File: config.mk
export PLATFORM = sky130hd
export DESIGN_NAME = mqtt_header_stream_parser_flat
export DESIGN_NICKNAME = d
export VERILOG_FILES = /design/src/sv/mhsp_pkg.sv /design/src/sv/mhsp_if.sv /design/src/sv/mhsp_core.sv /design/src/sv/mhsp_out_reg.sv /design/src/sv/mqtt_header_stream_parser.sv /design/src/flat_wrapper.sv
export VERILOG_INCLUDE_DIRS = /design/src /design/src/sv
export SDC_FILE = /design/constraint.sdc
export NUM_CORES = 1
export LEC_CHECK = 0
export BUFFER_PORTS_ARGS = -buffer_cell sky130_fd_sc_hd__buf_2
export CAP_MARGIN = 10
export CELL_PAD_IN_SITES_DETAIL_PLACEMENT = 1
export CELL_PAD_IN_SITES_GLOBAL_PLACEMENT = 2
export CORE_ASPECT_RATIO = 1.5
export CORE_MARGIN = 3
export CORE_UTILIZATION = 33
export CTS_CLUSTER_SIZE = 10
export DETAILED_ROUTE_END_ITERATION = 7
export GPL_TIMING_DRIVEN = 0
export HOLD_SLACK_MARGIN = 0.03
export MAX_ROUTING_LAYER = met4
export PLACE_DENSITY = 0.87
export RECOVER_POWER = 100
export SKIP_CTS_REPAIR_TIMING = 1
export SLEW_MARGIN = 30
export SYNTH_ARGS = -nofsm -noshare
export SYNTH_HDL_FRONTEND = slang
export SYNTH_SLANG_ARGS = --single-unit
File: constraint.sdc
create_clock -name i_clk -period 8.2 [get_ports i_clk]
set_clock_uncertainty 0.05 [all_clocks]
set_input_delay 0.82 -clock i_clk [delete_from_list [all_inputs] [get_ports i_clk]]
set_output_delay 0.82 -clock i_clk [all_outputs]
set_load 0.05 [all_outputs]
File: src/sv/mqtt_header_stream_parser_defines.svh
// ---------------------------------------------------------------------------
// MQTT header stream parser: assertion macros
// Shared property wrappers clocked on i_clk and disabled while i_rst_n is low.
// ---------------------------------------------------------------------------
`ifndef MQTT_HEADER_STREAM_PARSER_DEFINES_SVH
`define MQTT_HEADER_STREAM_PARSER_DEFINES_SVH

// Consequent must hold in the same cycle as the antecedent.
`define MHSP_ASSERT_IMP(label, ante, cons, msg) \
    label: assert property (@(posedge i_clk) disable iff (!i_rst_n) (ante) |-> (cons)) \
        else $error(msg);

// Consequent must hold in the cycle after the antecedent.
`define MHSP_ASSERT_NXT(label, ante, cons, msg) \
    label: assert property (@(posedge i_clk) disable iff (!i_rst_n) (ante) |=> (cons)) \
        else $error(msg);

`endif

File: src/sv/mhsp_pkg.sv
// ---------------------------------------------------------------------------
// MQTT header stream parser: package
// Parser phases, status codes, item and result types shared by the block.
// ---------------------------------------------------------------------------
package mhsp_pkg;

    typedef enum logic [2:0] {
        PH_IDLE       = 3'd0,
        PH_LEN        = 3'd1,
        PH_TOPIC_HI   = 3'd2,
        PH_TOPIC_LO   = 3'd3,
        PH_TOPIC_SKIP = 3'd4,
        PH_PID_HI     = 3'd5,
        PH_PID_LO     = 3'd6,
        PH_SKIP       = 3'd7
    } t_phase;

    typedef enum logic [1:0] {
        ST_OK         = 2'd0,
        ST_MALFORMED  = 2'd1,
        ST_NO_BUFFER  = 2'd2,
        ST_WRONG_TYPE = 2'd3
    } t_status;

    localparam logic [3:0]  TYPE_PUBLISH  = 4'd3;
    localparam logic [2:0]  MAX_LEN_BYTES = 3'd4;
    localparam logic [28:0] BUFFER_RESET  = 29'd1024;

    typedef struct packed {
        logic [7:0] data_byte;
        logic       first;
        logic [3:0] expected_type;
    } t_in_item;

    typedef struct packed {
        logic [3:0]  packet_type;
        logic        dup_flag;
        logic [1:0]  qos_level;
        logic        retain_flag;
        logic [27:0] remaining_length;
        logic [2:0]  header_length;
        logic [15:0] topic_length;
        logic [15:0] msg_id;
        logic [27:0] message_length;
        t_status     status;
    } t_result;

endpackage

File: src/sv/mhsp_if.sv
// ---------------------------------------------------------------------------
// MQTT header stream parser: channel interfaces
// Byte input, result output and configuration write channels.
// ---------------------------------------------------------------------------
interface mhsp_in_if;
    logic       valid;
    logic       ready;
    logic [7:0] data_byte;
    logic       first;
    logic [3:0] expected_type;

    modport source (output valid, data_byte, first, expected_type, input ready);
    modport sink   (input valid, data_byte, first, expected_type, output ready);
endinterface

interface mhsp_out_if;
    logic        valid;
    logic        ready;
    logic [3:0]  packet_type;
    logic        dup_flag;
    logic [1:0]  qos_level;
    logic        retain_flag;
    logic [27:0] remaining_length;
    logic [2:0]  header_length;
    logic [15:0] topic_length;
    logic [15:0] msg_id;
    logic [27:0] message_length;
    logic [1:0]  status;

    modport source (output valid, packet_type, dup_flag, qos_level, retain_flag,
                    remaining_length, header_length, topic_length, msg_id,
                    message_length, status, input ready);
    modport sink   (input valid, packet_type, dup_flag, qos_level, retain_flag,
                    remaining_length, header_length, topic_length, msg_id,
                    message_length, status, output ready);
endinterface

interface mhsp_cfg_if;
    logic        valid;
    logic        ready;
    logic [28:0] buffer_bytes;

    modport source (output valid, buffer_bytes, input ready);
    modport sink   (input valid, buffer_bytes, output ready);
endinterface

File: src/sv/mhsp_core.sv
// ---------------------------------------------------------------------------
// MQTT header stream parser: parser core
// Per-byte state update of the header parser and assembly of the result.
// ---------------------------------------------------------------------------
`include "mqtt_header_stream_parser_defines.svh"

module mhsp_core (
    input  logic              i_clk,
    input  logic              i_rst_n,
    input  logic              i_step,
    input  mhsp_pkg::t_in_item i_item,
    input  logic [28:0]       i_buffer_bytes,
    output logic              o_res_valid,
    output mhsp_pkg::t_result o_res
);

    mhsp_pkg::t_phase  r_phase, n_phase;
    logic [2:0]        r_cnt, n_cnt;
    logic [27:0]       r_acc, n_acc;
    logic [7:0]        r_taf, n_taf;
    logic [27:0]       r_bytes_left, n_bytes_left;
    logic [15:0]       r_topic, n_topic;
    logic [15:0]       r_tbl, n_tbl;
    logic [15:0]       r_pid, n_pid;
    logic              r_match, n_match;

    logic              w_emit;
    mhsp_pkg::t_status w_status;
    logic              w_publish;
    logic              w_qos_nz;
    logic [27:0]       w_group;
    logic [28:0]       w_total;
    logic [16:0]       w_vh;
    logic [28:0]       w_diff;
    logic [27:0]       w_msg;
    mhsp_pkg::t_phase  w_after_topic;

    assign w_publish     = (r_taf[7:4] == mhsp_pkg::TYPE_PUBLISH);
    assign w_qos_nz      = (r_taf[2:1] != 2'd0);
    assign w_after_topic = w_qos_nz ? mhsp_pkg::PH_PID_HI : mhsp_pkg::PH_SKIP;
    assign w_group       = 28'(i_item.data_byte[6:0]) << (5'd7 * {3'b000, r_cnt[1:0]});

    // Next state and the decision whether this byte closes a packet.
    always_comb begin
        n_phase      = r_phase;
        n_cnt        = r_cnt;
        n_acc        = r_acc;
        n_taf        = r_taf;
        n_bytes_left = r_bytes_left;
        n_topic      = r_topic;
        n_tbl        = r_tbl;
        n_pid        = r_pid;
        n_match      = r_match;
        w_emit       = 1'b0;
        w_status     = mhsp_pkg::ST_OK;
        w_total      = '0;
        if (i_item.first) begin
            n_taf        = i_item.data_byte;
            n_match      = (i_item.data_byte[7:4] == i_item.expected_type);
            n_cnt        = '0;
            n_acc        = '0;
            n_bytes_left = '0;
            n_topic      = '0;
            n_tbl        = '0;
            n_pid        = '0;
            n_phase      = mhsp_pkg::PH_LEN;
        end else if (r_phase == mhsp_pkg::PH_LEN) begin
            n_acc   = r_acc + w_group;
            n_cnt   = r_cnt + 3'd1;
            w_total = 29'(n_cnt) + 29'd1 + 29'(n_acc);
            if (i_item.data_byte[7]) begin
                if (n_cnt >= mhsp_pkg::MAX_LEN_BYTES) begin
                    w_emit   = 1'b1;
                    w_status = mhsp_pkg::ST_MALFORMED;
                end
            end else if (i_buffer_bytes < w_total) begin
                w_emit   = 1'b1;
                w_status = mhsp_pkg::ST_NO_BUFFER;
            end else if (!r_match) begin
                w_emit   = 1'b1;
                w_status = mhsp_pkg::ST_WRONG_TYPE;
            end else begin
                n_bytes_left = n_acc;
                if (n_acc == 28'd0) begin
                    // An empty PUBLISH cannot even hold its topic length.
                    w_emit   = 1'b1;
                    w_status = w_publish ? mhsp_pkg::ST_MALFORMED : mhsp_pkg::ST_OK;
                end else begin
                    n_phase = w_publish ? mhsp_pkg::PH_TOPIC_HI : mhsp_pkg::PH_SKIP;
                end
            end
        end else if (r_phase != mhsp_pkg::PH_IDLE) begin
            unique case (r_phase)
                mhsp_pkg::PH_TOPIC_HI: begin
                    n_topic = {i_item.data_byte, 8'h00};
                    n_phase = mhsp_pkg::PH_TOPIC_LO;
                end
                mhsp_pkg::PH_TOPIC_LO: begin
                    n_topic = {r_topic[15:8], i_item.data_byte};
                    n_tbl   = n_topic;
                    n_phase = (n_topic != 16'd0) ? mhsp_pkg::PH_TOPIC_SKIP : w_after_topic;
                end
                mhsp_pkg::PH_TOPIC_SKIP: begin
                    n_tbl = r_tbl - 16'd1;
                    if (n_tbl == 16'd0) begin
                        n_phase = w_after_topic;
                    end
                end
                mhsp_pkg::PH_PID_HI: begin
                    n_pid   = {i_item.data_byte, 8'h00};
                    n_phase = mhsp_pkg::PH_PID_LO;
                end
                mhsp_pkg::PH_PID_LO: begin
                    n_pid   = {r_pid[15:8], i_item.data_byte};
                    n_phase = mhsp_pkg::PH_SKIP;
                end
                default: begin
                end
            endcase
            n_bytes_left = r_bytes_left - 28'd1;
            if (n_bytes_left == 28'd0) begin
                // Ending before the variable header is complete is a short packet.
                w_emit   = 1'b1;
                w_status = (n_phase == mhsp_pkg::PH_SKIP) ? mhsp_pkg::ST_OK
                                                         : mhsp_pkg::ST_MALFORMED;
            end
        end
        if (w_emit) begin
            n_phase = mhsp_pkg::PH_IDLE;
        end
    end

    // Result assembly from the updated state.
    always_comb begin
        w_vh   = 17'(n_topic) + 17'd2 + (w_qos_nz ? 17'd2 : 17'd0);
        w_diff = {1'b0, r_acc} - 29'(w_vh);
        w_msg  = w_diff[28] ? 28'd0 : w_diff[27:0];
        o_res_valid            = w_emit;
        o_res.packet_type      = r_taf[7:4];
        o_res.dup_flag         = r_taf[3];
        o_res.qos_level        = r_taf[2:1];
        o_res.retain_flag      = r_taf[0];
        o_res.remaining_length = n_acc;
        o_res.header_length    = n_cnt + 3'd1;
        o_res.topic_length     = n_topic;
        o_res.msg_id           = n_pid;
        o_res.status           = w_status;
        if (w_status == mhsp_pkg::ST_OK && w_publish) begin
            o_res.message_length = w_msg;
        end else begin
            o_res.message_length = 28'd0;
        end
    end

    always_ff @(posedge i_clk) begin
        if (!i_rst_n) begin
            r_phase      <= mhsp_pkg::PH_IDLE;
            r_cnt        <= '0;
            r_acc        <= '0;
            r_taf        <= '0;
            r_bytes_left <= '0;
            r_topic      <= '0;
            r_tbl        <= '0;
            r_pid        <= '0;
            r_match      <= 1'b0;
        end else if (i_step) begin
            r_phase      <= n_phase;
            r_cnt        <= n_cnt;
            r_acc        <= n_acc;
            r_taf        <= n_taf;
            r_bytes_left <= n_bytes_left;
            r_topic      <= n_topic;
            r_tbl        <= n_tbl;
            r_pid        <= n_pid;
            r_match      <= n_match;
        end
    end

    `MHSP_ASSERT_NXT(a_emit_goes_idle, i_step && w_emit, r_phase == mhsp_pkg::PH_IDLE, "parser did not return to idle after a result")
    `MHSP_ASSERT_IMP(a_err_no_msg, w_emit && (w_status != mhsp_pkg::ST_OK), o_res.message_length == 28'd0, "message length reported with an error status")
    `MHSP_ASSERT_IMP(a_body_left, (r_phase != mhsp_pkg::PH_IDLE) && (r_phase != mhsp_pkg::PH_LEN), r_bytes_left != 28'd0, "body phase entered with no bytes left")

endmodule

File: src/sv/mhsp_out_reg.sv
// ---------------------------------------------------------------------------
// MQTT header stream parser: result register
// Holds one finished result until the downstream side takes it.
// ---------------------------------------------------------------------------
module mhsp_out_reg (
    input  logic              i_clk,
    input  logic              i_rst_n,
    input  logic              i_valid,
    input  mhsp_pkg::t_result i_res,
    output logic              o_ready,
    output logic              o_valid,
    output mhsp_pkg::t_result o_res,
    input  logic              i_ready
);

    logic              r_valid;
    mhsp_pkg::t_result r_res;

    // Free when empty, or when the held result leaves in this cycle.
    assign o_ready = !r_valid || i_ready;
    assign o_valid = r_valid;
    assign o_res   = r_res;

    always_ff @(posedge i_clk) begin
        if (!i_rst_n) begin
            r_valid <= 1'b0;
        end else if (o_ready) begin
            r_valid <= i_valid;
        end
    end

    always_ff @(posedge i_clk) begin
        if (o_ready && i_valid) begin
            r_res <= i_res;
        end
    end

endmodule

File: src/sv/mqtt_header_stream_parser.sv
// ---------------------------------------------------------------------------
// MQTT header stream parser
// Decodes the fixed header of each received MQTT packet, plus the topic length
// and packet id of PUBLISH packets, and reports at most one result per packet.
// ---------------------------------------------------------------------------
//   channel  | dir | transfer moves
//   ---------+-----+---------------------------------------------------
//   i_in     | in  | one packet byte, first-byte mark, expected type
//   o_out    | out | one result: header fields, lengths, status
//   i_cfg    | in  | receive buffer size (29 bits), always ready
//
// One byte per cycle unless o_out holds a result back: a byte lands in the
// input register, is parsed by the core once the result register can take a
// result, and any result is registered there. The rate is set by the per-byte
// state update in the parser core. Reset clears the parser to waiting for a
// first byte and the buffer size to 1024. When o_out holds a result back, one
// more byte is buffered and i_in drops ready until the result transfer completes.
// ---------------------------------------------------------------------------
module mqtt_header_stream_parser (
    input  logic        i_clk,
    input  logic        i_rst_n,
    mhsp_in_if.sink     i_in,
    mhsp_out_if.source  o_out,
    mhsp_cfg_if.sink    i_cfg
);

    logic               r_in_valid;
    mhsp_pkg::t_in_item r_in;
    logic [28:0]        r_buffer_bytes;
    logic               w_out_ready;
    logic               w_step;
    logic               w_res_valid;
    mhsp_pkg::t_result  w_res;
    mhsp_pkg::t_result  w_out_res;

    assign w_step     = r_in_valid && w_out_ready;
    assign i_in.ready = !r_in_valid || w_step;
    assign i_cfg.ready = 1'b1;

    always_ff @(posedge i_clk) begin
        if (!i_rst_n) begin
            r_in_valid     <= 1'b0;
            r_buffer_bytes <= mhsp_pkg::BUFFER_RESET;
        end else begin
            if (i_in.ready) begin
                r_in_valid <= i_in.valid;
            end
            if (i_cfg.valid) begin
                r_buffer_bytes <= i_cfg.buffer_bytes;
            end
        end
    end

    always_ff @(posedge i_clk) begin
        if (i_in.ready && i_in.valid) begin
            r_in.data_byte     <= i_in.data_byte;
            r_in.first         <= i_in.first;
            r_in.expected_type <= i_in.expected_type;
        end
    end

    mhsp_core u_core (
        .i_clk          (i_clk),
        .i_rst_n        (i_rst_n),
        .i_step         (w_step),
        .i_item         (r_in),
        .i_buffer_bytes (r_buffer_bytes),
        .o_res_valid    (w_res_valid),
        .o_res          (w_res)
    );

    mhsp_out_reg u_out_reg (
        .i_clk   (i_clk),
        .i_rst_n (i_rst_n),
        .i_valid (w_step && w_res_valid),
        .i_res   (w_res),
        .o_ready (w_out_ready),
        .o_valid (o_out.valid),
        .o_res   (w_out_res),
        .i_ready (o_out.ready)
    );

    assign o_out.packet_type      = w_out_res.packet_type;
    assign o_out.dup_flag         = w_out_res.dup_flag;
    assign o_out.qos_level        = w_out_res.qos_level;
    assign o_out.retain_flag      = w_out_res.retain_flag;
    assign o_out.remaining_length = w_out_res.remaining_length;
    assign o_out.header_length    = w_out_res.header_length;
    assign o_out.topic_length     = w_out_res.topic_length;
    assign o_out.msg_id           = w_out_res.msg_id;
    assign o_out.message_length   = w_out_res.message_length;
    assign o_out.status           = w_out_res.status;

endmodule

File: src/flat_wrapper.sv
// flat-port wrapper written by rule: the top's interface ports become plain ports
module mqtt_header_stream_parser_flat 
  (i_clk, i_rst_n, i_in_valid, i_in_data_byte, i_in_first, i_in_expected_type, i_in_ready, o_out_valid, o_out_packet_type, o_out_dup_flag, o_out_qos_level, o_out_retain_flag, o_out_remaining_length, o_out_header_length, o_out_topic_length, o_out_msg_id, o_out_message_length, o_out_status, o_out_ready, i_cfg_valid, i_cfg_buffer_bytes, i_cfg_ready);
  mhsp_in_if i_in_i ();
  mhsp_out_if o_out_i ();
  mhsp_cfg_if i_cfg_i ();
  input  logic i_clk;
  input  logic i_rst_n;
  input wire logic [$bits(i_in_i.valid)-1:0] i_in_valid;
  input wire logic [$bits(i_in_i.data_byte)-1:0] i_in_data_byte;
  input wire logic [$bits(i_in_i.first)-1:0] i_in_first;
  input wire logic [$bits(i_in_i.expected_type)-1:0] i_in_expected_type;
  output wire logic [$bits(i_in_i.ready)-1:0] i_in_ready;
  output wire logic [$bits(o_out_i.valid)-1:0] o_out_valid;
  output wire logic [$bits(o_out_i.packet_type)-1:0] o_out_packet_type;
  output wire logic [$bits(o_out_i.dup_flag)-1:0] o_out_dup_flag;
  output wire logic [$bits(o_out_i.qos_level)-1:0] o_out_qos_level;
  output wire logic [$bits(o_out_i.retain_flag)-1:0] o_out_retain_flag;
  output wire logic [$bits(o_out_i.remaining_length)-1:0] o_out_remaining_length;
  output wire logic [$bits(o_out_i.header_length)-1:0] o_out_header_length;
  output wire logic [$bits(o_out_i.topic_length)-1:0] o_out_topic_length;
  output wire logic [$bits(o_out_i.msg_id)-1:0] o_out_msg_id;
  output wire logic [$bits(o_out_i.message_length)-1:0] o_out_message_length;
  output wire logic [$bits(o_out_i.status)-1:0] o_out_status;
  input wire logic [$bits(o_out_i.ready)-1:0] o_out_ready;
  input wire logic [$bits(i_cfg_i.valid)-1:0] i_cfg_valid;
  input wire logic [$bits(i_cfg_i.buffer_bytes)-1:0] i_cfg_buffer_bytes;
  output wire logic [$bits(i_cfg_i.ready)-1:0] i_cfg_ready;
  assign i_in_i.valid = i_in_valid;
  assign i_in_i.data_byte = i_in_data_byte;
  assign i_in_i.first = i_in_first;
  assign i_in_i.expected_type = i_in_expected_type;
  assign i_in_ready = i_in_i.ready;
  assign o_out_valid = o_out_i.valid;
  assign o_out_packet_type = o_out_i.packet_type;
  assign o_out_dup_flag = o_out_i.dup_flag;
  assign o_out_qos_level = o_out_i.qos_level;
  assign o_out_retain_flag = o_out_i.retain_flag;
  assign o_out_remaining_length = o_out_i.remaining_length;
  assign o_out_header_length = o_out_i.header_length;
  assign o_out_topic_length = o_out_i.topic_length;
  assign o_out_msg_id = o_out_i.msg_id;
  assign o_out_message_length = o_out_i.message_length;
  assign o_out_status = o_out_i.status;
  assign o_out_i.ready = o_out_ready;
  assign i_cfg_i.valid = i_cfg_valid;
  assign i_cfg_i.buffer_bytes = i_cfg_buffer_bytes;
  assign i_cfg_ready = i_cfg_i.ready;
  mqtt_header_stream_parser u_core (.i_clk(i_clk), .i_rst_n(i_rst_n), .i_in(i_in_i), .o_out(o_out_i), .i_cfg(i_cfg_i));
endmodule
# After elaboration in Yosys (flattened, before gate mapping)
# Cells that the tools add are included.
# word_totals
register_bits,264
output_inout_bits,104
elab_cells,141
# op_classes
reduce_logical,25
addsub,10
order_cmp,2
n_mul,1
bitwise_logic,1
shifts,1
muxes,59
eq_ne,17
# ops
operator,n
$mux 28,8
$mux 16,9
$pmux 16 s2,3
$logic_not 28->1,2
$mux 3,15
$add 4x28->29,1
$lt 29x29->1,1
$sub 28x17->29,1
$add 28x28->28,1
$shl 7x5->28,1
$sub 28x1->28 const B,1
$add 16x2->17 const B,1
$add 17x2->17,1
$logic_not 16->1,1
$mux 2,8
$reduce_bool 16->1,1
$sub 16x1->16 const B,1
$mux 1,15
$pmux 3 s5,1
$eq 3x3->1 const B,4
$ne 4x2->1 const B,3
$reduce_bool 3->1,3
$add 3x1->3 const B,2
$eq 3x2->1 const B,2
22 further kinds,30

# Logic depth before layout (Yosys ltp)
# Gate-level depths: netlist of run 1.
# logic_depth
word_depth,17
mapped_depth,29

# Modules after synthesis
# From an unflattened synthesis of run 1, not the netlist that was laid out.
# unflattened
cells_unflattened,1947
area_unflattened_um2,17020.1
# modules_own_cells
mod,n_inst,area_each_um2,cells_per_inst,seq_area_each_um2
mhsp_core,1,12371.9,1726,2382.3
mhsp_out_reg,1,3090.5,106,3052.9
mqtt_header_stream_parser,1,1557.7,115,991.0

# Worst setup path after synthesis of run 1
# No wires, ideal clock.
# synth_path
path_kind,register -> register
from,register u_core.u_core.r_cnt[0]
to,"register u_core.u_out_reg.r_res, in the netlist u_core.u_out_reg.o_res[0], enable pin"
setup_time_ns,0.472
n_path_buf,1
arrival_ns,7.752
path_stages_with_launch,27
slack_ns,-0.074
cell_sequence,dfxtp_1 clkbuf_1 nor2_1 and2_1 ha_1 fa_1 a211oi_4 o21ai_2 a2111oi_4 nor3_2 xor2_1 nand3_1 or2_1 nor2_1 nand3_1 xor2_1 ha_1 a21o_1 a21o_1 a21o_1 a21o_1 a211oi_1 o211a_1 or3_1 a31oi_1 o21bai_1 and2_1
# synth_between
elab_chain_len,12
word_cells_on_any_way,18
# synth_lines
element,line,text
start: declaration,mhsp_core.sv:18,"logic [2:0] r_cnt, n_cnt;"
start signal: assignment,mhsp_core.sv:168,r_cnt <= n_cnt;
branches (longest 7 deep; another with $add 4x28->29),--,
$mux 1 (*),mhsp_core.sv:71,if (i_item.data_byte[7]) begin
$mux 1 (*),mhsp_core.sv:67,end else if (r_phase == mhsp_pkg::PH_LEN) begin
$mux 1 (*),mhsp_core.sv:57,if (i_item.first) begin
$logic_and 1x1->1 (*),mqtt_header_stream_parser.sv:75,".i_valid (w_step && w_res_valid),"
$logic_and 1x1->1 (*),mhsp_out_reg.sv:33,if (o_ready && i_valid) begin
end signal: assignment,mhsp_out_reg.sv:34,r_res <= i_res;
end: declaration,mhsp_out_reg.sv:17,mhsp_pkg::t_result r_res;
# Mark *: on every way between the ends.
# A chain may end at the register's enable or synchronous reset.

# Worst setup path in the final report of run 1
# layout_path
from,register u_core.r_in[5] in the netlist's numbering
to,"register u_core.u_out_reg.r_res, in the netlist u_core.u_out_reg.o_res[84], enable pin"
# layout_between
elab_chain_len,11
word_cells_on_any_way,13
# layout_lines
element,line,text
start: declaration,mqtt_header_stream_parser.sv:28,mhsp_pkg::t_in_item r_in;
$shl 7x5->28 (*),mhsp_core.sv:41,"assign w_group = 28'(i_item.data_byte[6:0]) << (5'd7 * {3'b000, r_cnt[1:0]});"
$add 28x28->28 (*),mhsp_core.sv:68,n_acc = r_acc + w_group;
branches (longest 3 deep; another with $add 4x28->29),--,
$mux 1 (*),mhsp_core.sv:76,end else if (i_buffer_bytes < w_total) begin
$mux 1 (*),mhsp_core.sv:71,
$mux 1 (*),mhsp_core.sv:67,
$mux 1 (*),mhsp_core.sv:57,
$logic_and 1x1->1 (*),mqtt_header_stream_parser.sv:75,
$logic_and 1x1->1 (*),mhsp_out_reg.sv:33,
# Marked as above.

==> results.toml, run 1 <==
[timing]
fmax_mhz = 126
slew-limit-headroom = 0.308
period_needed_ns = 7.96
final_max_slew_viol_count = 0
fin_ws_ns = 0.236
worstMarginPinSlew_ns = 1.03
whs_ns = 0.364
hold_viol_final = 0
setup_viol = 0
fin_crit_sh = 0.971

[pwr]
switchingPower_mw = 0.897
power.internal_mw = 2.28
p_seq_frac = 0.447
pwr-share-clk = 0.406
leakage_nw = 7.03
comb_power_share = 0.148
powerDensity_nw_per_um2 = 168
irDropWorstVdd_mv = 0.145
switching_share = 0.282
total_power_mw = 3.18

[synth]
synth-async-reset-ratio = 0
yosysSeqAreaShare = 0.391
yosys.area.top_type_share = 0.208
synth.ff_latch_count = 264
yosys.area.top_type = "edfxtp_1"
synth-edff-count = 114
synth.distinct_cells = 82
synth_area_per_cell_um2 = 8.28
synth.area.top_cells = "edfxtp_1 21%, dfxtp_1 18%, ha_1 7.2%"
yosysWarnings = 0
syn_nets = 2133
synth_commonest_cells = "306 x nand2_1, 223 x a21oi_1, 170 x nor2_1"
yosysMostFrequentCell = "nand2_1"
syn-instance-count = 1987
ys.flop_type = "dfxtp_1"
syn-cell-area_um2 = 16400

[drt]
via_count = 15764
post-route-drc-count = 0
wirelength_mm = 65.3
dr.first_iter.drc_count = 964
ant_nets = 0
drt_first_pass_iters = 5
viasPerCell = 5.53
post_drt_wl_per_cell_um = 22.9

[cts]
ctsLongestPathBuffers = 3
htreeDepth = 1
clk_latency_ns = 0.59
cts_tree = "done"
numCtsBuffers = 31
cts.clk_slew.worst_paths_ns = 0.06
root_buffer = "clkbuf_16"
clock-sinks = 264

[finish]
utilization = 0.387
antenna_cells = 0
stdcell_area_um2 = 18900
drive_gt1_frac = 0.0633
nets = 2320
syn2layout_area_growth_pct = 15.2

[placed_design]
port_buffers = 148
dp_slack_ns = -0.392
hpwlAfterDp_mm = 50.9
place_congestion = 1.00
placed_area_um2 = 18100

[worst_setup_path]
path_class = "flop to flop"
path_max_fanout = 45
start_kind = "flop"
end_kind = "flop"
crit_arrival_ns = 8.21
critPathRequiredTime_ns = 8.44

[global_routing]
overflow = 0
grt_usage = 0.249
grt_max_degree = 46
grt_pass1_wl_mm = 99.0
antenna_found_initial = 0
first_global_vias = 16406

[run]
maxCapViolCount = 0

[floorplan]
io_pins = 151
fp.dieH_um = 279
die_w_um = 188
die_area_um2 = 52600
core_um2 = 48900
start_util = 0.336
row_count = 99

[status]
outcome = "completed"

[min_path]
hold_path.class = "input port to flop"
[final timing paths]
| kind | from | endpoint | slack, ns | depth (start not counted) |
|---|---|---|---|---|
| max reg2reg | u_core.r_in[5]$_DFFE_PP_ | u_core.u_out_reg.o_res[84]$_DFFE_PP_ | 0.24 | 26 |
| min | i_in_data_byte[0] | u_core.r_in[5]$_DFFE_PP_ | 0.36 | 1 |
| max | u_core.r_in[5]$_DFFE_PP_ | u_core.u_out_reg.o_res[84]$_DFFE_PP_ | 0.24 | 26 |
| min reg2reg | u_core.u_core.r_taf[3]$_SDFFE_PN0P_ | u_core.u_out_reg.o_res[96]$_DFFE_PP_ | 0.38 | 0 |
[kinds of logic after synthesis]
logic type	Yosys count	synth area share
and+or+nand+nor	805	0.229
muxes	33	0.0202
DFF	264	0.391
other	1	0.000228
adders and majority gates	99	0.0772
xor gates and xnor gates	92	0.0495
AOI/OAI and AO/OA	490	0.185
buffers and inverters	203	0.0479
[per-stage QoR]
step,TNS [ns],cells
finish,0,2851
global route,-0.539,2851
CTS,-25.97,2847
detailed placement,-19.86,2793
global placement,-129.77,2791
floorplan,0,1987
[final cells by class]
type | instances | area (um^2)
Fill cell | 6017 | 30000
Multi-Input combinational cell | 1521 | 9330
Sequential cell | 264 | 6430
Clock buffer | 50 | 857
Tap cell | 656 | 821
Timing Repair Buffer | 156 | 684
Buffer | 123 | 489
Inverter | 77 | 289
Clock inverter | 4 | 48.8
[per-layer routing]
metal  GRT usage  share of wire
met1       0.274           0.40
met3      0.0240          0.035
met5           -              0
met4       0.132          0.061
met2       0.444           0.51
[sequential cells by signal, indices dropped and copies added, names as in the netlist]
signal	count
u_core.u_core.r_match	1
u_core.u_core.r_acc	28
u_core.u_core.r_bytes_left	28
u_core.r_in_valid	1
u_core.u_core.r_pid	16
u_core.u_core.r_cnt	3
u_core.r_buffer_bytes	29
u_core.u_out_reg.o_res	101
u_core.u_core.r_taf	8
u_core.u_core.r_tbl	16
u_core.u_core.r_topic	16
u_core.u_out_reg.o_valid	1
u_core.r_in	13
u_core.u_core.r_phase	3
[cells in the final DEF (no fill, tap or decap), types with 28 or more instances in the layout]
cell type and instances:
nor3_1 76, xor2_1 42, nand3_1 48, dfxtp_1 150, buf_2 49, a21oi_1 223, o21ai_0 85, edfxtp_1 114
nor2b_1 28, xnor2_1 45, clkbuf_16 31, clkbuf_1 230, nand2_1 306, mux2i_1 31, ha_1 95, inv_1 77
nor2_1 170
[power groups by stage]
stage	combinational [mW]	sequential, mW	clock [mW]
final	0.470	1.42	1.29
after global placement	0.460	1.44	0
after CTS	0.475	1.41	1.32
after detailed placement	0.471	1.44	0
after global routing	0.521	1.42	1.37
after floorplan	0.312	1.44	0
[critical path, cell delays in order, from the launching register on]
cell and delay [ns]:
edfxtp_1 0.41, clkbuf_1 0.43, and2_0 0.30, ha_1 0.22, fa_1 0.49, a211oi_4 0.35
o21ai_2 0.18, a2111oi_4 0.50, nor3_4 0.14, a2111oi_2 0.36, xnor2_1 0.36, nand4_1 0.28
nor4_2 0.46, nand2_1 0.15, xor2_1 0.16, ha_1 0.31, nand4_1 0.09, nor2_1 0.28
nand3_1 0.10, o21bai_1 0.22, o211a_2 0.22, or3_1 0.35, a31oi_1 0.39, o21bai_4 0.19
and2_4 0.22, buf_12 0.17, buf_12 0.19
Note: power is estimated with default switching activity, not from simulation.
==> run 2: changes to the inputs <==
--- a/config.mk
+++ b/config.mk
@@ -6,19 +6,19 @@
 export SDC_FILE = /design/constraint.sdc
 export NUM_CORES = 1
 export LEC_CHECK = 0
+export ABC_AREA = 1
 export BUFFER_PORTS_ARGS = -buffer_cell sky130_fd_sc_hd__buf_2
-export CAP_MARGIN = 10
 export CELL_PAD_IN_SITES_DETAIL_PLACEMENT = 1
 export CELL_PAD_IN_SITES_GLOBAL_PLACEMENT = 2
 export CORE_ASPECT_RATIO = 1.5
 export CORE_MARGIN = 3
-export CORE_UTILIZATION = 33
+export CORE_UTILIZATION = 31
 export CTS_CLUSTER_SIZE = 10
 export DETAILED_ROUTE_END_ITERATION = 7
 export GPL_TIMING_DRIVEN = 0
 export HOLD_SLACK_MARGIN = 0.03
 export MAX_ROUTING_LAYER = met4
-export PLACE_DENSITY = 0.87
+export PLACE_DENSITY = 0.86
 export RECOVER_POWER = 100
 export SKIP_CTS_REPAIR_TIMING = 1
 export SLEW_MARGIN = 30
==> results.toml, run 2 <==
[drt]
via_count = 16217
post_drt_wl_per_cell_um = 20.7
post-route-drc-count = 0
dr.first_iter.drc_count = 883
drt_first_pass_iters = 5
wirelength_mm = 65.7
viasPerCell = 5.12
ant_nets = 0

[synth]
syn-cell-area_um2 = 16500
syn-instance-count = 2277
yosys.area.top_type_share = 0.207
synth-edff-count = 114
synth-async-reset-ratio = 0
yosysSeqAreaShare = 0.388
syn_nets = 2423
synth_commonest_cells = "496 x nand2_1, 303 x inv_1, 301 x nor2_1"
synth_area_per_cell_um2 = 7.27
yosysMostFrequentCell = "nand2_1"
yosys.area.top_type = "edfxtp_1"
yosysWarnings = 0
synth.area.top_cells = "edfxtp_1 21%, dfxtp_1 18%, nand2_1 11%"
synth.distinct_cells = 46
ys.flop_type = "dfxtp_1"
synth.ff_latch_count = 264

[finish]
syn2layout_area_growth_pct = 15.0
largest_reg_flops = 101
nFillCells = 6606
final_common_cell = "nand2_1"
final_cell_mix = "498 x nand2_1, 305 x inv_1, 302 x nor2_1"
drive_gt1_frac = 0.0487
nets = 2608
antenna_cells = 0

[cts]
ctsLongestPathBuffers = 3
numCtsBuffers = 34
htreeDepth = 2
clk_latency_ns = 0.54
clock-sinks = 264
root_buffer = "clkbuf_16"
cts.clk_slew.worst_paths_ns = 0.06
cts_tree = "done"

[pwr]
leakage_nw = 8.69
total_power_mw = 3.90
comb_power_share = 0.241
p_seq_frac = 0.380
switchingPower_mw = 1.32
irDropWorstVdd_mv = 0.131
switching_share = 0.337
pwr-share-clk = 0.379
powerDensity_nw_per_um2 = 205
power.internal_mw = 2.58

[timing]
whs_ns = 0.409
fmax_mhz = 130
grt_setup_unrepaired = "no"
period_needed_ns = 7.68
finalSetupTns_ns = 0
hold_viol_final = 0
final_max_slew_viol_count = 0
setup_viol = 0
fin_crit_sh = 0.937
slew-limit-headroom = 0.228
fin_ws_ns = 0.519
worstMarginPinSlew_ns = 1.15

[global_routing]
grt_usage = 0.234
grt_max_degree = 77
first_global_vias = 16931
antenna_found_initial = 0
overflow = 0
grt_pass1_wl_mm = 100

[worst_setup_path]
path_max_fanout = 76
slowest_delay_ns = 0.64
start_kind = "flop"
cpMostUsedCell = "nand2_1"
crit_arrival_ns = 7.82
end_kind = "flop"
path_class = "flop to flop"
cp_slowest_cell = "fa_1"
critPathRequiredTime_ns = 8.34

[min_path]
hold_path.class = "input port to flop"

[placed_design]
hpwlAfterDp_mm = 53.1
place_congestion = 0.948
port_buffers = 148
dp_slack_ns = 0.748

[run]
maxCapViolCount = 0

[floorplan]
row_count = 103
die_area_um2 = 56300
io_pins = 151
die_w_um = 195
fp.dieH_um = 289
start_util = 0.314
core_um2 = 52700

[status]
outcome = "completed"
==> run 2: changes by cell type in the layout (fill, tap and decap cells not counted), moves of 23 or more <==
cell	previous run	this run
a21oi_1	223	186
and2_1	26	3
clkbuf_1	230	195
inv_1	77	305
mux2i_1	31	0
nand2_1	306	498
nand3_1	48	104
nand4_1	19	44
nor2_1	170	302
nor2b_1	28	0
nor3_1	76	47
o21ai_0	85	142
xor2_1	42	71
==> run 2: area by class of cell <==
| type | instances | area [um^2] | area share |
|---|---|---|---|
| sequential | 264 | 6430 | 0.338 |
| inverter | 310 | 1170 | 0.0614 |
| clock buffer | 54 | 988 | 0.0519 |
| clock inverter | 6 | 77.6 | 0.00407 |
| buffer | 81 | 327 | 0.0172 |
| timing repair buffer | 149 | 638 | 0.0335 |
| multi-input combinational | 1622 | 8560 | 0.450 |
| tap | 682 | 853 | 0.0448 |
==> run 2: path summary, 6_finish.rpt <==
check | start | cells past startpoint | slack, ns | to
hold reg to reg | u_core.u_core.r_pid[15]$_SDFFE_PN0P_ | 2 | 0.42 | u_core.u_core.r_pid[15]$_SDFFE_PN0P_
setup / recovery | u_core.u_core.r_cnt[1]$_SDFFE_PN0P_ | 33 | 0.52 | u_core.u_out_reg.o_res[83]$_DFFE_PP_
setup reg to reg | u_core.u_core.r_cnt[1]$_SDFFE_PN0P_ | 33 | 0.52 | u_core.u_out_reg.o_res[83]$_DFFE_PP_
hold / removal | i_in_data_byte[0] | 1 | 0.41 | u_core.r_in[5]$_DFFE_PP_
==> run 2: kinds of logic after synthesis <==
family                     synth area share
and+or+nand+nor                       0.268
buffers and inverters                0.0902
AOI/OAI and AO/OA                     0.123
DFF                                   0.388
adders and majority gates            0.0767
xor gates and xnor gates             0.0537
other                              0.000227
==> run 2: per-layer routing <==
metal	vias up	GRT usage	part of all wire
li1	7807	-	-
met1	7834	0.271	0.41
met2	449	0.420	0.51
met3	127	0.0219	0.039
met4	0	0.0887	0.043
met5	-	-	0
==> run 2: power groups by stage <==
stage                     registers (mW)  logic, mW  clock network, mW
after CTS                           1.48      0.948               1.51
final                               1.48      0.941               1.48
after global placement              1.50      0.914                  0
after floorplan                     1.49      0.640                  0
after global routing                1.48       1.06               1.55
after detailed placement            1.51      0.940                  0
==> run 2: worst max-delay path, delay by kind of cell (launching register included) <==
family	cells	cell delay [ns]
AO/OA/AOI/OAI	5	1.04
buffers and inverters	6	1.66
adder cells (fa/ha/maj)	4	1.61
AND/OR/NAND/NOR	17	2.34
XOR/XNOR	1	0.19
flip-flops	1	0.33
==> run 2: through the flow <==
step,area (um^2),std cells,utilization
3_3_place_gp,18100,3107,0.344
6_report,19000,3168,0.361
5_1_grt,19000,3168,0.361
4_1_cts,19200,3168,0.365
2_1_floorplan,16500,2277,-
3_5_place_dp,18200,3108,0.345
==> run 3: changes to the inputs <==
--- a/config.mk
+++ b/config.mk
@@ -8,20 +8,17 @@
 export LEC_CHECK = 0
 export ABC_AREA = 1
 export BUFFER_PORTS_ARGS = -buffer_cell sky130_fd_sc_hd__buf_2
-export CELL_PAD_IN_SITES_DETAIL_PLACEMENT = 1
-export CELL_PAD_IN_SITES_GLOBAL_PLACEMENT = 2
 export CORE_ASPECT_RATIO = 1.5
-export CORE_MARGIN = 3
-export CORE_UTILIZATION = 31
+export CORE_MARGIN = 4
+export CORE_UTILIZATION = 40
 export CTS_CLUSTER_SIZE = 10
 export DETAILED_ROUTE_END_ITERATION = 7
 export GPL_TIMING_DRIVEN = 0
 export HOLD_SLACK_MARGIN = 0.03
 export MAX_ROUTING_LAYER = met4
-export PLACE_DENSITY = 0.86
+export PLACE_DENSITY = 0.7
 export RECOVER_POWER = 100
 export SKIP_CTS_REPAIR_TIMING = 1
-export SLEW_MARGIN = 30
 export SYNTH_ARGS = -nofsm -noshare
 export SYNTH_HDL_FRONTEND = slang
 export SYNTH_SLANG_ARGS = --single-unit
==> results.toml, run 3 (same netlist as run 2, synthesis figures left out) <==
[worst_setup_path]
path_class = "flop to flop"
end_kind = "flop"
crit_arrival_ns = 7.71
rr_worst_depth = 33
start_kind = "flop"
slowest_delay_ns = 0.60
cp_slowest_cell = "fa_1"
critPathRequiredTime_ns = 8.39
cpMostUsedCell = "nand2_1"
startpoint = "u_core.u_core.r_cnt[1]$_SDFFE_PN0P_"
path_max_fanout = 79
rr_startpoint = "u_core.u_core.r_cnt[1]$_SDFFE_PN0P_"

[floorplan]
die_w_um = 174
io_pins = 151
row_count = 91
start_util = 0.404
core_um2 = 41000
fp.dieH_um = 257
die_area_um2 = 44800

[min_path]
min_path_cells = 1
hp-start = "i_in_first"
hold_path.class = "input port to flop"

[run]
maxCapViolCount = 0

[drt]
post-route-drc-count = 0
viasPerCell = 5.38
ant_nets = 0
post_drt_wl_per_cell_um = 19.7
dr.first_iter.drc_count = 1112
via_count = 16127
wirelength_mm = 58.9
drt_first_pass_iters = 6

[global_routing]
antenna_found_initial = 0
first_global_vias = 15772
overflow = 0
grt_pass1_wl_mm = 89.4
grt_max_degree = 80
grt_usage = 0.262

[timing]
hold_viol_final = 0
fmax_mhz = 133
period_needed_ns = 7.52
final_max_slew_viol_count = 0
fin_ws_ns = 0.682
slew-limit-headroom = 0.178
worstMarginPinSlew_ns = 1.22
grt_setup_unrepaired = "no"
finalSetupTns_ns = 0
fin_crit_sh = 0.917
setup_viol = 0

[cts]
clock-sinks = 264
root_buffer = "clkbuf_16"
cts.clk_slew.worst_paths_ns = 0.06
numCtsBuffers = 31
cts_tree = "done"
ctsLongestPathBuffers = 3
htreeDepth = 1
clk_latency_ns = 0.60

[pwr]
powerDensity_nw_per_um2 = 197
irDropWorstVdd_mv = 0.167
leakage_nw = 8.61

[status]
outcome = "completed"

[placed_design]
port_buffers = 148
dp.cells = 2937
hpwlAfterDp_mm = 47.4
dp_slack_ns = 0.767
place_congestion = 1.01

[finish]
drive_gt1_frac = 0.0467
nets = 2605
final_common_cell = "nand2_1"
antenna_cells = 0
largest_reg_flops = 101
final_cell_mix = "498 x nand2_1, 304 x inv_1, 301 x nor2_1"
fin_cells = 2995
syn2layout_area_growth_pct = 12.8
[run 3: cell types whose count changed in the layout (fill, tap and decap cells not counted), sizes merged]
| cell | change |
|---|---|
| clkbuf | +4 |
| buf | -3 |
| bufinv | -1 |
| clkinv | -2 |
[run 3: area by class of cell]
cell class                      count  area, um^2
Fill cell                        4251       22300
Multi-Input combinational cell   1622        8560
Sequential cell                   264        6430
Inverter                          310        1170
Clock buffer                       55         886
Tap cell                          511         639
Timing Repair Buffer              149         638
Buffer                             81         314
Clock inverter                      3        30.0
[run 3: final timing paths]
kind                                                to  slack [ns]
setup / recovery  u_core.u_out_reg.o_res[85]$_DFFE_PP_        0.68
hold reg to reg   u_core.u_core.r_pid[14]$_SDFFE_PN0P_        0.42
hold / removal                u_core.r_in[4]$_DFFE_PP_        0.35
setup reg to reg  u_core.u_out_reg.o_res[85]$_DFFE_PP_        0.68
[run 3: metrics by stage]
step	util	hold slack, ns	area, um^2	power [mW]
2_1_floorplan	-	0.353	16500	2.13
3_3_place_gp	0.437	0.399	17900	2.39
3_5_place_dp	0.438	0.404	18000	2.41
4_1_cts	0.461	0.324	18900	3.70
5_1_grt	0.455	0.336	18700	3.86
6_report	0.455	0.348	18700	3.68
[run 3: per-layer routing]
metal	wire length (um)	global-route usage	share of wire
met3	2960	0.0300	0.050
met5	0	-	0
met4	4040	0.153	0.068
met2	30600	0.477	0.52
met1	21300	0.270	0.36
[run 3: worst max-delay path: cells and delay by family, from the launching register on]
family / cells / cell delay [ns]
and+or+nand+nor: 17 / 2.21
buffers and inverters: 6 / 1.80
adders and majority gates: 4 / 1.59
AOI/OAI and AO/OA: 5 / 0.91
DFF: 1 / 0.33
xor gates and xnor gates: 1 / 0.17
[run 3: where the power goes]
| part | leakage [nW] | internal (mW) | switching (mW) |
|---|---|---|---|
| Sequential | 2.42 | 1.42 | 0.0513 |
| Combinational | 5.75 | 0.295 | 0.625 |
| Clock | 0.440 | 0.725 | 0.561 |
